<file path="src/rtl/tsf_pkg.sv">
`default_nettype none
package tsf_pkg;

	localparam int POSITION_BITS = 16;
	localparam int NAME_DEPTH = 9;
	localparam int LENGTH_BITS = 8;
	localparam int NAME_IDX_BITS = $clog2(NAME_DEPTH);
	localparam int KW_COUNT = 10;
	localparam int KW_MAXLEN = 9;

	typedef logic [POSITION_BITS-1:0] pos_t;
	typedef logic [LENGTH_BITS-1:0] len_t;
	typedef logic [5:0] kind_t;
	typedef logic [7:0] char_t;

	localparam pos_t POS_ONE = pos_t'(1);
	localparam pos_t POS_MAX = '1;
	localparam len_t LEN_MAX = '1;

	localparam kind_t K_TILDE = 6'd10;
	localparam kind_t K_PLUS = 6'd11;
	localparam kind_t K_MINUS = 6'd12;
	localparam kind_t K_STAR = 6'd13;
	localparam kind_t K_SLASH = 6'd14;
	localparam kind_t K_PERCENT = 6'd15;
	localparam kind_t K_SHL = 6'd16;
	localparam kind_t K_SHR = 6'd17;
	localparam kind_t K_AMP = 6'd18;
	localparam kind_t K_PIPE = 6'd19;
	localparam kind_t K_CARET = 6'd20;
	localparam kind_t K_DOTAMP = 6'd21;
	localparam kind_t K_DOTPIPE = 6'd22;
	localparam kind_t K_TILDEAMP = 6'd23;
	localparam kind_t K_TILDEPIPE = 6'd24;
	localparam kind_t K_INC = 6'd25;
	localparam kind_t K_DEC = 6'd26;
	localparam kind_t K_TILDEEQ = 6'd27;
	localparam kind_t K_PLUSEQ = 6'd28;
	localparam kind_t K_MINUSEQ = 6'd29;
	localparam kind_t K_STAREQ = 6'd30;
	localparam kind_t K_SLASHEQ = 6'd31;
	localparam kind_t K_PERCENTEQ = 6'd32;
	localparam kind_t K_AMPEQ = 6'd33;
	localparam kind_t K_PIPEEQ = 6'd34;
	localparam kind_t K_CARETEQ = 6'd35;
	localparam kind_t K_SHREQ = 6'd36;
	localparam kind_t K_SHLEQ = 6'd37;
	localparam kind_t K_EQEQ = 6'd38;
	localparam kind_t K_GE = 6'd39;
	localparam kind_t K_LE = 6'd40;
	localparam kind_t K_LT = 6'd41;
	localparam kind_t K_GT = 6'd42;
	localparam kind_t K_COLON = 6'd43;
	localparam kind_t K_SEMI = 6'd44;
	localparam kind_t K_COMMA = 6'd45;
	localparam kind_t K_DOT = 6'd46;
	localparam kind_t K_LPAREN = 6'd47;
	localparam kind_t K_RPAREN = 6'd48;
	localparam kind_t K_LBRACE = 6'd49;
	localparam kind_t K_RBRACE = 6'd50;
	localparam kind_t K_ASSIGN = 6'd51;
	localparam kind_t K_IDENT = 6'd52;
	localparam kind_t K_NUMBER = 6'd53;
	localparam kind_t K_ERROR = 6'd54;
	localparam kind_t K_EOF = 6'd55;

	localparam char_t CH_TAB = 8'h09;
	localparam char_t CH_NL = 8'h0A;
	localparam char_t CH_CR = 8'h0D;
	localparam char_t CH_SP = 8'h20;
	localparam char_t CH_PERCENT = 8'h25;
	localparam char_t CH_AMP = 8'h26;
	localparam char_t CH_LPAREN = 8'h28;
	localparam char_t CH_RPAREN = 8'h29;
	localparam char_t CH_STAR = 8'h2A;
	localparam char_t CH_PLUS = 8'h2B;
	localparam char_t CH_COMMA = 8'h2C;
	localparam char_t CH_MINUS = 8'h2D;
	localparam char_t CH_DOT = 8'h2E;
	localparam char_t CH_SLASH = 8'h2F;
	localparam char_t CH_D0 = 8'h30;
	localparam char_t CH_D9 = 8'h39;
	localparam char_t CH_COLON = 8'h3A;
	localparam char_t CH_SEMI = 8'h3B;
	localparam char_t CH_LT = 8'h3C;
	localparam char_t CH_EQ = 8'h3D;
	localparam char_t CH_GT = 8'h3E;
	localparam char_t CH_UA = 8'h41;
	localparam char_t CH_UZ = 8'h5A;
	localparam char_t CH_CARET = 8'h5E;
	localparam char_t CH_LA = 8'h61;
	localparam char_t CH_LZ = 8'h7A;
	localparam char_t CH_LBRACE = 8'h7B;
	localparam char_t CH_BAR = 8'h7C;
	localparam char_t CH_RBRACE = 8'h7D;
	localparam char_t CH_TILDE = 8'h7E;

	localparam logic [KW_MAXLEN*8-1:0] KW_TEXT [KW_COUNT] = '{
		"let", "def", "perchance", "mayhaps", "perhaps",
		"whirl", "twirl", "in", "true", "false"
	};
	localparam logic [3:0] KW_LEN [KW_COUNT] = '{
		4'd3, 4'd3, 4'd9, 4'd7, 4'd7, 4'd5, 4'd5, 4'd2, 4'd4, 4'd5
	};

	typedef enum logic [2:0] {
		CL_LETTER, CL_DIGIT, CL_NEWLINE, CL_BLANK, CL_OTHER
	} cls_t;

	typedef enum logic [18:0] {
		PH_IDLE    = 19'd1,
		PH_IDENT   = 19'd2,
		PH_NUMBER  = 19'd4,
		PH_COMMENT = 19'd8,
		PH_DOT     = 19'd16,
		PH_LT      = 19'd32,
		PH_SHL     = 19'd64,
		PH_GT      = 19'd128,
		PH_SHR     = 19'd256,
		PH_TILDE   = 19'd512,
		PH_PLUS    = 19'd1024,
		PH_MINUS   = 19'd2048,
		PH_STAR    = 19'd4096,
		PH_SLASH   = 19'd8192,
		PH_PERCENT = 19'd16384,
		PH_AMP     = 19'd32768,
		PH_PIPE    = 19'd65536,
		PH_CARET   = 19'd131072,
		PH_EQ      = 19'd262144
	} phase_t;

	typedef struct packed {
		char_t char_code;
		logic end_of_text;
	} item_t;

	typedef struct packed {
		item_t item;
		cls_t cls;
	} scan_t;

	typedef struct packed {
		kind_t token_kind;
		pos_t token_line;
		pos_t token_column;
		len_t token_length;
		logic last_of_run;
	} tok_t;

	typedef struct packed {
		logic hit;
		kind_t kind;
	} ck_t;

	function automatic cls_t classify(input char_t c);
		cls_t r;
		r = CL_OTHER;
		if ((c >= CH_UA && c <= CH_UZ) || (c >= CH_LA && c <= CH_LZ)) r = CL_LETTER;
		else if (c >= CH_D0 && c <= CH_D9) r = CL_DIGIT;
		else if (c == CH_NL) r = CL_NEWLINE;
		else if (c == CH_SP || c == CH_TAB || c == CH_CR) r = CL_BLANK;
		return r;
	endfunction

	function automatic pos_t sat_pos(input pos_t x);
		return (x == POS_MAX) ? x : x + POS_ONE;
	endfunction

	function automatic len_t sat_len(input len_t x);
		return (x == LEN_MAX) ? x : x + len_t'(1);
	endfunction

	function automatic kind_t ident_kind(input logic [NAME_DEPTH*8-1:0] nb, input len_t rl);
		kind_t k;
		logic m;
		k = K_IDENT;
		for (int i = 0; i < KW_COUNT; i++) begin
			m = (len_t'(KW_LEN[i]) == rl);
			for (int j = 0; j < KW_MAXLEN; j++) begin
				if (j < int'(KW_LEN[i]) &&
				    nb[j*8 +: 8] != KW_TEXT[i][(int'(KW_LEN[i]) - 1 - j)*8 +: 8]) begin
					m = 1'b0;
				end
			end
			if (m) k = kind_t'(i);
		end
		return k;
	endfunction

	function automatic kind_t pending_kind(input phase_t ph);
		kind_t k;
		case (ph)
			PH_NUMBER: k = K_NUMBER;
			PH_DOT: k = K_DOT;
			PH_LT: k = K_LT;
			PH_SHL: k = K_SHL;
			PH_GT: k = K_GT;
			PH_SHR: k = K_SHR;
			PH_TILDE: k = K_TILDE;
			PH_PLUS: k = K_PLUS;
			PH_MINUS: k = K_MINUS;
			PH_STAR: k = K_STAR;
			PH_SLASH: k = K_SLASH;
			PH_PERCENT: k = K_PERCENT;
			PH_AMP: k = K_AMP;
			PH_PIPE: k = K_PIPE;
			PH_CARET: k = K_CARET;
			default: k = K_ASSIGN;
		endcase
		return k;
	endfunction

	function automatic ck_t complete_kind(input phase_t ph, input char_t c);
		ck_t r;
		logic eq;
		eq = (c == CH_EQ);
		r = '0;
		case (ph)
			PH_DOT: begin
				if (c == CH_AMP) r = '{1'b1, K_DOTAMP};
				else if (c == CH_BAR) r = '{1'b1, K_DOTPIPE};
			end
			PH_LT: if (eq) r = '{1'b1, K_LE};
			PH_SHL: if (eq) r = '{1'b1, K_SHLEQ};
			PH_GT: if (eq) r = '{1'b1, K_GE};
			PH_SHR: if (eq) r = '{1'b1, K_SHREQ};
			PH_TILDE: begin
				if (eq) r = '{1'b1, K_TILDEEQ};
				else if (c == CH_AMP) r = '{1'b1, K_TILDEAMP};
				else if (c == CH_BAR) r = '{1'b1, K_TILDEPIPE};
			end
			PH_PLUS: begin
				if (eq) r = '{1'b1, K_PLUSEQ};
				else if (c == CH_PLUS) r = '{1'b1, K_INC};
			end
			PH_MINUS: begin
				if (eq) r = '{1'b1, K_MINUSEQ};
				else if (c == CH_MINUS) r = '{1'b1, K_DEC};
			end
			PH_STAR: if (eq) r = '{1'b1, K_STAREQ};
			PH_SLASH: if (eq) r = '{1'b1, K_SLASHEQ};
			PH_PERCENT: if (eq) r = '{1'b1, K_PERCENTEQ};
			PH_AMP: if (eq) r = '{1'b1, K_AMPEQ};
			PH_PIPE: if (eq) r = '{1'b1, K_PIPEEQ};
			PH_CARET: if (eq) r = '{1'b1, K_CARETEQ};
			PH_EQ: if (eq) r = '{1'b1, K_EQEQ};
			default: r = '0;
		endcase
		return r;
	endfunction

endpackage
`default_nettype wire

</file>
<file path="src/rtl/tsf_front.sv">
`default_nettype none
module tsf_front (
	input  wire logic clk,
	input  wire logic arst_n,
	input  wire logic char_valid,
	output logic char_stall,
	input  wire tsf_pkg::item_t char_item,
	output logic scan_valid,
	output tsf_pkg::scan_t scan_item,
	input  wire logic scan_pop
);

	tsf_pkg::scan_t fq_q [2];
	logic fw_q;
	logic fr_q;
	logic [1:0] fcnt_q;
	logic push;

	assign char_stall = (fcnt_q == 2'd2);
	assign push = char_valid && !char_stall;
	assign scan_valid = (fcnt_q != 2'd0);
	assign scan_item = fq_q[fr_q];

	always_ff @(posedge clk) begin
		if (push) begin
			fq_q[fw_q] <= '{char_item, tsf_pkg::classify(char_item.char_code)};
		end
	end

	always_ff @(posedge clk or negedge arst_n) begin
		if (!arst_n) begin
			fw_q <= 1'b0;
			fr_q <= 1'b0;
			fcnt_q <= 2'd0;
		end else begin
			if (push) fw_q <= ~fw_q;
			if (scan_pop) fr_q <= ~fr_q;
			fcnt_q <= fcnt_q + {1'b0, push} - {1'b0, scan_pop};
		end
	end

endmodule
`default_nettype wire

</file>
<file path="src/rtl/tsf_back.sv">
`default_nettype none
module tsf_back (
	input  wire logic clk,
	input  wire logic arst_n,
	input  wire logic scan_valid,
	input  wire tsf_pkg::scan_t scan_item,
	output logic scan_pop,
	output logic tok_valid,
	input  wire logic tok_stall,
	output tsf_pkg::tok_t tok
);

	tsf_pkg::phase_t phase_q, ph_d;
	tsf_pkg::char_t nb_q [tsf_pkg::NAME_DEPTH];
	logic [tsf_pkg::NAME_DEPTH*8-1:0] nb_vec;
	tsf_pkg::pos_t sl_q, sc_q, lc_q, cc_q, sl_d, sc_d, lc_d, cc_d;
	tsf_pkg::len_t rl_q, rl_d;
	logic nb_we;
	logic [tsf_pkg::NAME_IDX_BITS-1:0] nb_idx;
	tsf_pkg::tok_t oq_q [4];
	logic [1:0] ow_q, or_q;
	logic [2:0] ocnt_q;
	tsf_pkg::tok_t tk0, tk1, tx;
	logic [1:0] en;
	logic fresh, opop, single;
	tsf_pkg::kind_t pk;
	tsf_pkg::ck_t ck;
	tsf_pkg::char_t c;
	tsf_pkg::cls_t cl;
	tsf_pkg::phase_t nph;
	tsf_pkg::kind_t sk;

	assign c = scan_item.item.char_code;
	assign cl = scan_item.cls;
	assign scan_pop = scan_valid && (ocnt_q <= 3'd2);
	assign tok_valid = (ocnt_q != 3'd0);
	assign tok = oq_q[or_q];
	assign opop = tok_valid && !tok_stall;

	always_comb begin
		for (int j = 0; j < tsf_pkg::NAME_DEPTH; j++) nb_vec[j*8 +: 8] = nb_q[j];
	end

	assign pk = (phase_q == tsf_pkg::PH_IDENT) ? tsf_pkg::ident_kind(nb_vec, rl_q)
	                                           : tsf_pkg::pending_kind(phase_q);
	assign ck = tsf_pkg::complete_kind(phase_q, c);

	always_comb begin
		ph_d = phase_q;
		sl_d = sl_q;
		sc_d = sc_q;
		lc_d = lc_q;
		cc_d = cc_q;
		rl_d = rl_q;
		nb_we = 1'b0;
		nb_idx = rl_q[tsf_pkg::NAME_IDX_BITS-1:0];
		tk0 = '0;
		tk1 = '0;
		tx = '0;
		en = 2'd0;
		fresh = 1'b0;
		single = 1'b0;
		nph = tsf_pkg::PH_IDLE;
		sk = tsf_pkg::K_ERROR;
		if (scan_pop) begin
			if (scan_item.item.end_of_text) begin
				if (phase_q != tsf_pkg::PH_IDLE && phase_q != tsf_pkg::PH_COMMENT) begin
					tk0 = '{pk, sl_q, sc_q, rl_q, 1'b0};
					en = 2'd1;
				end
				tx = '{tsf_pkg::K_EOF, lc_q, cc_q, '0, 1'b0};
				if (en == 2'd0) tk0 = tx;
				else tk1 = tx;
				en = en + 2'd1;
				ph_d = tsf_pkg::PH_IDLE;
				sl_d = tsf_pkg::POS_ONE;
				sc_d = tsf_pkg::POS_ONE;
				lc_d = tsf_pkg::POS_ONE;
				cc_d = tsf_pkg::POS_ONE;
				rl_d = '0;
			end else begin
				case (phase_q)
					tsf_pkg::PH_IDLE: fresh = 1'b1;
					tsf_pkg::PH_COMMENT: begin
						if (cl == tsf_pkg::CL_NEWLINE) begin
							ph_d = tsf_pkg::PH_IDLE;
							fresh = 1'b1;
						end else begin
							cc_d = tsf_pkg::sat_pos(cc_q);
						end
					end
					tsf_pkg::PH_IDENT: begin
						if (cl == tsf_pkg::CL_LETTER || cl == tsf_pkg::CL_DIGIT) begin
							nb_we = (32'(rl_q) < tsf_pkg::NAME_DEPTH);
							rl_d = tsf_pkg::sat_len(rl_q);
							cc_d = tsf_pkg::sat_pos(cc_q);
						end else begin
							tk0 = '{pk, sl_q, sc_q, rl_q, 1'b0};
							en = 2'd1;
							ph_d = tsf_pkg::PH_IDLE;
							fresh = 1'b1;
						end
					end
					tsf_pkg::PH_NUMBER: begin
						if (cl == tsf_pkg::CL_DIGIT) begin
							rl_d = tsf_pkg::sat_len(rl_q);
							cc_d = tsf_pkg::sat_pos(cc_q);
						end else begin
							tk0 = '{pk, sl_q, sc_q, rl_q, 1'b0};
							en = 2'd1;
							ph_d = tsf_pkg::PH_IDLE;
							fresh = 1'b1;
						end
					end
					default: begin
						if (phase_q == tsf_pkg::PH_PIPE && c == tsf_pkg::CH_BAR) begin
							ph_d = tsf_pkg::PH_COMMENT;
							cc_d = tsf_pkg::sat_pos(cc_q);
						end else if (phase_q == tsf_pkg::PH_LT && c == tsf_pkg::CH_LT) begin
							ph_d = tsf_pkg::PH_SHL;
							rl_d = tsf_pkg::sat_len(rl_q);
							cc_d = tsf_pkg::sat_pos(cc_q);
						end else if (phase_q == tsf_pkg::PH_GT && c == tsf_pkg::CH_GT) begin
							ph_d = tsf_pkg::PH_SHR;
							rl_d = tsf_pkg::sat_len(rl_q);
							cc_d = tsf_pkg::sat_pos(cc_q);
						end else if (ck.hit) begin
							rl_d = tsf_pkg::sat_len(rl_q);
							cc_d = tsf_pkg::sat_pos(cc_q);
							tk0 = '{ck.kind, sl_q, sc_q, rl_d, 1'b0};
							en = 2'd1;
							ph_d = tsf_pkg::PH_IDLE;
						end else begin
							tk0 = '{pk, sl_q, sc_q, rl_q, 1'b0};
							en = 2'd1;
							ph_d = tsf_pkg::PH_IDLE;
							fresh = 1'b1;
						end
					end
				endcase
				if (fresh) begin
					if (cl == tsf_pkg::CL_NEWLINE) begin
						lc_d = tsf_pkg::sat_pos(lc_q);
						cc_d = tsf_pkg::POS_ONE;
					end else if (cl == tsf_pkg::CL_BLANK) begin
						cc_d = tsf_pkg::sat_pos(cc_q);
					end else begin
						sl_d = lc_q;
						sc_d = cc_q;
						rl_d = tsf_pkg::len_t'(1);
						cc_d = tsf_pkg::sat_pos(cc_q);
						if (cl == tsf_pkg::CL_LETTER) begin
							nb_we = 1'b1;
							nb_idx = '0;
							ph_d = tsf_pkg::PH_IDENT;
						end else if (cl == tsf_pkg::CL_DIGIT) begin
							ph_d = tsf_pkg::PH_NUMBER;
						end else begin
							case (c)
								tsf_pkg::CH_LPAREN: begin single = 1'b1; sk = tsf_pkg::K_LPAREN; end
								tsf_pkg::CH_RPAREN: begin single = 1'b1; sk = tsf_pkg::K_RPAREN; end
								tsf_pkg::CH_LBRACE: begin single = 1'b1; sk = tsf_pkg::K_LBRACE; end
								tsf_pkg::CH_RBRACE: begin single = 1'b1; sk = tsf_pkg::K_RBRACE; end
								tsf_pkg::CH_COMMA: begin single = 1'b1; sk = tsf_pkg::K_COMMA; end
								tsf_pkg::CH_COLON: begin single = 1'b1; sk = tsf_pkg::K_COLON; end
								tsf_pkg::CH_SEMI: begin single = 1'b1; sk = tsf_pkg::K_SEMI; end
								tsf_pkg::CH_DOT: nph = tsf_pkg::PH_DOT;
								tsf_pkg::CH_LT: nph = tsf_pkg::PH_LT;
								tsf_pkg::CH_GT: nph = tsf_pkg::PH_GT;
								tsf_pkg::CH_TILDE: nph = tsf_pkg::PH_TILDE;
								tsf_pkg::CH_PLUS: nph = tsf_pkg::PH_PLUS;
								tsf_pkg::CH_MINUS: nph = tsf_pkg::PH_MINUS;
								tsf_pkg::CH_STAR: nph = tsf_pkg::PH_STAR;
								tsf_pkg::CH_SLASH: nph = tsf_pkg::PH_SLASH;
								tsf_pkg::CH_PERCENT: nph = tsf_pkg::PH_PERCENT;
								tsf_pkg::CH_AMP: nph = tsf_pkg::PH_AMP;
								tsf_pkg::CH_BAR: nph = tsf_pkg::PH_PIPE;
								tsf_pkg::CH_CARET: nph = tsf_pkg::PH_CARET;
								tsf_pkg::CH_EQ: nph = tsf_pkg::PH_EQ;
								default: begin single = 1'b1; sk = tsf_pkg::K_ERROR; end
							endcase
							if (single) begin
								tx = '{sk, lc_q, cc_q, tsf_pkg::len_t'(1), 1'b0};
								if (en == 2'd0) tk0 = tx;
								else tk1 = tx;
								en = en + 2'd1;
							end else begin
								ph_d = nph;
							end
						end
					end
				end
			end
			if (en == 2'd1) tk0.last_of_run = 1'b1;
			if (en == 2'd2) tk1.last_of_run = 1'b1;
		end
	end

	always_ff @(posedge clk) begin
		if (nb_we) nb_q[nb_idx] <= c;
		if (en != 2'd0) oq_q[ow_q] <= tk0;
		if (en == 2'd2) oq_q[ow_q + 2'd1] <= tk1;
	end

	always_ff @(posedge clk or negedge arst_n) begin
		if (!arst_n) begin
			phase_q <= tsf_pkg::PH_IDLE;
			sl_q <= tsf_pkg::POS_ONE;
			sc_q <= tsf_pkg::POS_ONE;
			lc_q <= tsf_pkg::POS_ONE;
			cc_q <= tsf_pkg::POS_ONE;
			rl_q <= '0;
			ow_q <= 2'd0;
			or_q <= 2'd0;
			ocnt_q <= 3'd0;
		end else begin
			phase_q <= ph_d;
			sl_q <= sl_d;
			sc_q <= sc_d;
			lc_q <= lc_d;
			cc_q <= cc_d;
			rl_q <= rl_d;
			ow_q <= ow_q + en;
			if (opop) or_q <= or_q + 2'd1;
			ocnt_q <= ocnt_q + {1'b0, en} - {2'b0, opop};
		end
	end

	a_ocnt: assert property (@(posedge clk) disable iff (!arst_n) ocnt_q <= 3'd4)
		else $error("Token queue overflow.");
	a_eot: assert property (@(posedge clk) disable iff (!arst_n)
		(scan_pop && scan_item.item.end_of_text) |=>
		(phase_q == tsf_pkg::PH_IDLE && lc_q == tsf_pkg::POS_ONE && cc_q == tsf_pkg::POS_ONE))
		else $error("End of text did not restore the initial state.");
	a_two: assert property (@(posedge clk) disable iff (!arst_n)
		(en == 2'd2) |-> (phase_q != tsf_pkg::PH_IDLE))
		else $error("Two tokens from an idle scanner.");

endmodule
`default_nettype wire

</file>
<file path="src/rtl/token_scanner_fsm.sv">
// A character passes the input queue and then the token queue before its token reaches the output.
// Throughput: one character per cycle while the token queue has room; a character that yields
// two tokens writes both at once, and the four-entry token queue stalls input when nearly full.
// The two-entry input queue sets the stall, which depends only on registered state.
// Reset (arst_n low, asynchronous) empties both queues and returns to line 1, column 1.
`default_nettype none
module token_scanner_fsm (
	input  wire logic clk,
	input  wire logic arst_n,
	input  wire logic char_valid,
	output logic char_stall,
	input  wire tsf_pkg::item_t char_item,
	output logic tok_valid,
	input  wire logic tok_stall,
	output tsf_pkg::tok_t tok
);

	logic scan_valid;
	logic scan_pop;
	tsf_pkg::scan_t scan_item;

	tsf_front u_front (
		.clk(clk),
		.arst_n(arst_n),
		.char_valid(char_valid),
		.char_stall(char_stall),
		.char_item(char_item),
		.scan_valid(scan_valid),
		.scan_item(scan_item),
		.scan_pop(scan_pop)
	);

	tsf_back u_back (
		.clk(clk),
		.arst_n(arst_n),
		.scan_valid(scan_valid),
		.scan_item(scan_item),
		.scan_pop(scan_pop),
		.tok_valid(tok_valid),
		.tok_stall(tok_stall),
		.tok(tok)
	);

endmodule
`default_nettype wire
</file>
<file path="config.mk">
export PLATFORM = sky130hd
export DESIGN_NAME = token_scanner_fsm
export DESIGN_NICKNAME = d
export VERILOG_FILES = /design/src/rtl/tsf_pkg.sv /design/src/rtl/tsf_front.sv /design/src/rtl/tsf_back.sv /design/src/rtl/token_scanner_fsm.sv
export SDC_FILE = /design/constraint.sdc
export NUM_CORES = 1
export LEC_CHECK = 0
export ABC_AREA = 0
export BUFFER_PORTS_ARGS = -buffer_cell sky130_fd_sc_hd__buf_2
export CAP_MARGIN = 25
export CORE_MARGIN = 2
export CORE_UTILIZATION = 23
export CTS_CLUSTER_DIAMETER = 40
export DETAILED_ROUTE_END_ITERATION = 8
export SKIP_CTS_REPAIR_TIMING = 1
export SKIP_LAST_GASP = 1
export SYNTH_ARGS = -nofsm -noshare
export SYNTH_HDL_FRONTEND = slang
export SYNTH_SLANG_ARGS = --single-unit
</file>
<file path="constraint.sdc">
create_clock -name clk -period 12.6 [get_ports clk]
set_clock_uncertainty 0.05 [all_clocks]
set_input_delay 1.26 -clock clk [delete_from_list [all_inputs] [get_ports clk]]
set_output_delay 1.26 -clock clk [all_outputs]
set_load 0.1 [all_outputs]
</file>
==> results.sh <==
export IMPL_start_util_pct=23.3
export IMPL_grt_max_degree=78
export IMPL_ioPinCount=62
export IMPL_ctsLongestPathBuffers=3
export IMPL_vias=16344
export IMPL_min_period_over_period_pct=50.3
export IMPL_viasPerCell=5.31
export IMPL_setup_viol=0
export IMPL_regArea_um2=10800
export IMPL_max_slew_margin_rel_pct=26.8
export IMPL_cellPowerDensity_nw_per_um2=279
export IMPL_fmax_mhz=158
export IMPL_synthAdderAreaFrac_pct=0.871
export IMPL_cts_reportedPaths_clkPinSlew_ns=0.06
export IMPL_cp_max_fo=42
export IMPL_critPathBufInv=3
export IMPL_syn_nets=1870
export IMPL_clock_latency_ns=0.65
export IMPL_tightest_slew_ns=1.09
export IMPL_max_stage_delay_ns=0.64
export IMPL_synth_top_family_by_area="compound AO/OA/AOI/OAI gates"
export IMPL_place_congestion=0.924
export IMPL_critPathArrivalTime_ns=6.55
export IMPL_cts_tree="yes"
export IMPL_dieArea_um2=93600
export IMPL_synth_simple_area_share_pct=15.1
export IMPL_cp_cell_sequence="buf_4 > or3b_2 > a2bb2oi_1 > o2111ai_1 > o211ai_1 > nand2_1 > buf_4 > ha_1 > a211oi_1 > a211oi_1 > a21o_1 > nand2_1 > nand2_2 > buf_4"
export IMPL_drtIter0Drc=1836
export IMPL_die_x_um=306
export IMPL_cp_top_family="compound AO/OA/AOI/OAI gates"
export IMPL_final_setup_tns_ns=0
export IMPL_grt_pass1_vias=15906
export IMPL_firstDrtPassIters=5
export IMPL_antenna_found_initial=1
export IMPL_whs_path_depth=1
export IMPL_syn_area_um2=21000
export IMPL_fill_cells=9252
export IMPL_grt_overflow_total=0
export IMPL_synthArstFlopShare_pct=26.4
export IMPL_syn_to_final_growth_pct=17.5
export IMPL_synth_compound_area_share_pct=20.2
export IMPL_multiInputGateArea_um2=9490
export IMPL_nets=1877
export IMPL_vdd_drop_max_uv=184
export IMPL_status="complete, no violations"
export IMPL_fp_coreArea_um2=90100
export IMPL_synthMuxAreaShare_pct=7.20
export IMPL_port_buffers=61
export IMPL_finalNonFillerCells=3078
export IMPL_period_minus_slack_ns=6.34
export IMPL_synth_xor_area_share_pct=1.59
export IMPL_r2r_cells=14
export IMPL_numClockSinks=386
export IMPL_start_kind="flop"
export IMPL_synthCells=1843
export IMPL_grt_pass1_wl_mm=98.5
export IMPL_wirelength_mm=63.4
export IMPL_hold_viol_final=0
export IMPL_synth_edf_count=256
export IMPL_layout_drive_gt1_share_pct=16.7
export IMPL_rows=110
export IMPL_drc=0
export IMPL_synth_top_area_share_pct=36.6
export IMPL_synth_area_top_cells="edfxtp_1 (37%), dfrtp_1 (12%), a22o_1 (5.1%)"
export IMPL_synth_seq_cells=386
export IMPL_yosysUniqueCellTypes=95
export IMPL_crit_cells=14
export IMPL_maxCapViolations=0
export IMPL_path_class="reg -> reg"
export IMPL_track_usage_pct=13.3
export IMPL_critPathSlowestCell="a21o_1"
export IMPL_cp_end_kind="flop"
export IMPL_die_h_um=306
export IMPL_rsz0062_at_grt="no"
export IMPL_cts_buffers=61
export IMPL_htree_levels=2
export IMPL_ant_nets=0
export IMPL_synth_area_leader_cell="edfxtp_1"
export IMPL_ys_flop_type="edfxtp_1"
export IMPL_ys_warn_count=0
export IMPL_synth_area_per_cell_um2=11.4
export IMPL_maxSlewViolCount=0
export IMPL_crit_top_cell="buf_4"
export IMPL_leakagePower_nw=8.48
export IMPL_required_ns=12.81
export IMPL_hpwl_mm=42.5
export IMPL_placed_cells_incl_taps=2959
export IMPL_yosysSeqAreaShare_pct=51.5
export IMPL_min_path_type="reg -> reg"
export IMPL_cts_root_buf="clkbuf_16"
export IMPL_wire_per_inst_um=20.6
registers in the layout, summed over array words and instances, names as in the netlist:
register	count
u_back.or_q	2
u_back.sl_q	16
u_back.lc_q	16
u_front.fq_q	24
u_front.fcnt_q	2
u_front.fw_q	1
u_back.rl_q	8
u_back.cc_q	16
u_back.ocnt_q	3
u_back.ow_q	2
u_back.sc_q	16
u_back.nb_q	72
u_back.oq_q	188
u_back.phase_q	19
u_front.fr_q	1
power by group:
group	internal [W]	switching [W]	leakage (nW)
Clock	0.00103	0.000666	1.00
Combinational	0.000789	0.00250	3.50
Sequential	0.00172	0.000177	3.98
Total	0.00354	0.00334	8.48
worst register-to-register path, stage by stage (launching register included):
cell	delay, ns
dfrtp_1	0.55
buf_4	0.34
or3b_2	0.52
a2bb2oi_1	0.49
o2111ai_1	0.49
o211ai_1	0.28
nand2_1	0.09
buf_4	0.30
ha_1	0.35
a211oi_1	0.07
a211oi_1	0.48
a21o_1	0.64
nand2_1	0.35
nand2_2	0.53
buf_4	0.48
through the flow:
stage	area, µm²	setup slack [ns]	hold WS [ns]	utilization (%)	power (W)
global route	24700	5.80	0.432	27.3	0.00719
floorplan	21000	7.48	0.377	-	0.00429
global placement	22400	6.42	0.394	24.8	0.00511
detailed placement	22500	6.31	0.397	24.9	0.00516
finish	24700	6.26	0.415	27.4	0.00688
CTS	24600	6.34	0.412	27.3	0.00687
layer usage:
| metal | vias up | track usage [%] | share of wire, % |
|---|---|---|---|
| met4 | 0 | 4.30 | 2.2 |
| met2 | 683 | 20.4 | 45 |
| met3 | 110 | 2.65 | 7.6 |
| met5 | - | 0 | 0 |
| li1 | 7377 | - | - |
| met1 | 8174 | 18.8 | 45 |
cells in the mapped netlist, types with 15 or more instances:
master,n
nor3_1,49
o21ai_0,64
dfxtp_1,28
and2_1,16
a22o_1,123
inv_1,25
xnor2_1,25
a32o_1,63
nand2b_1,18
a221oi_1,35
or3_1,15
edfxtp_1,256
mux2i_1,35
nand3_1,50
and3_1,18
nand4_1,27
a21oi_1,101
dfrtp_1,97
mux4_2,47
nor2_1,112
clkbuf_1,103
buf_2,24
o22ai_1,32
nand2_1,133
nor4_1,27
cell type report:
class,count,share of cell area (%)
multi-input cells,1278,38.5
clock buffers,66,6.27
inverters,26,0.396
well taps,1176,5.97
repair buffers,97,2.72
diodes,1,0.0101
clock inverters,48,2.30
flip-flops and latches,386,43.8
path summary, 6_finish.rpt:
check,start,to,slack [ns]
worst max-delay path,u_front.fr_q,u_back.oq_q[2][9],6.26
worst min-delay path,u_back.oq_q[3][2],u_back.oq_q[3][2],0.41
worst max register to register,u_front.fr_q,u_back.oq_q[2][9],6.26
worst min register to register,u_back.oq_q[3][2],u_back.oq_q[3][2],0.41
max in group asynchronous,arst_n,u_back.sl_q[14],10.56
min in group asynchronous,arst_n,u_back.phase_q[3],0.60
layout by cell type, fill, tap and decap left out, types with 10 or more instances in the layout:
cell type / n
a21oi_1: 100
a221oi_1: 35
a22o_1: 123
a31oi_1: 12
a32o_1: 63
and2_1: 16
and3_1: 17
buf_2: 62
buf_4: 28
clkbuf_16: 61
dfrtp_1: 95
dfxtp_1: 28
edfxtp_1: 256
ha_1: 13
inv_1: 23
inv_6: 10
mux2i_1: 34
mux4_2: 47
nand2_1: 131
nand2b_1: 18
nand3_1: 50
nand3b_1: 11
nand4_1: 27
nand4b_1: 10
nor2_1: 110
nor3_1: 49
nor3b_1: 14
nor4_1: 27
o211ai_1: 10
o21ai_0: 62
o22a_1: 11
o22ai_1: 32
o2bb2ai_1: 10
or3_1: 15
xnor2_1: 25
xor2_1: 13
kinds of logic (layout without fill, tap and decap cells):
logic type / after synthesis / after routing
XOR/XNOR: 38 / 38
flip-flops: 386 / 386
buffers and inverters: 179 / 237
other: 0 / 1
multiplexers: 91 / 91
AO/OA/AOI/OAI: 556 / 556
AND/OR/NAND/NOR: 579 / 579
adder cells (fa/ha/maj): 14 / 14
No activity file was read; power rests on OpenSTA's default activity.
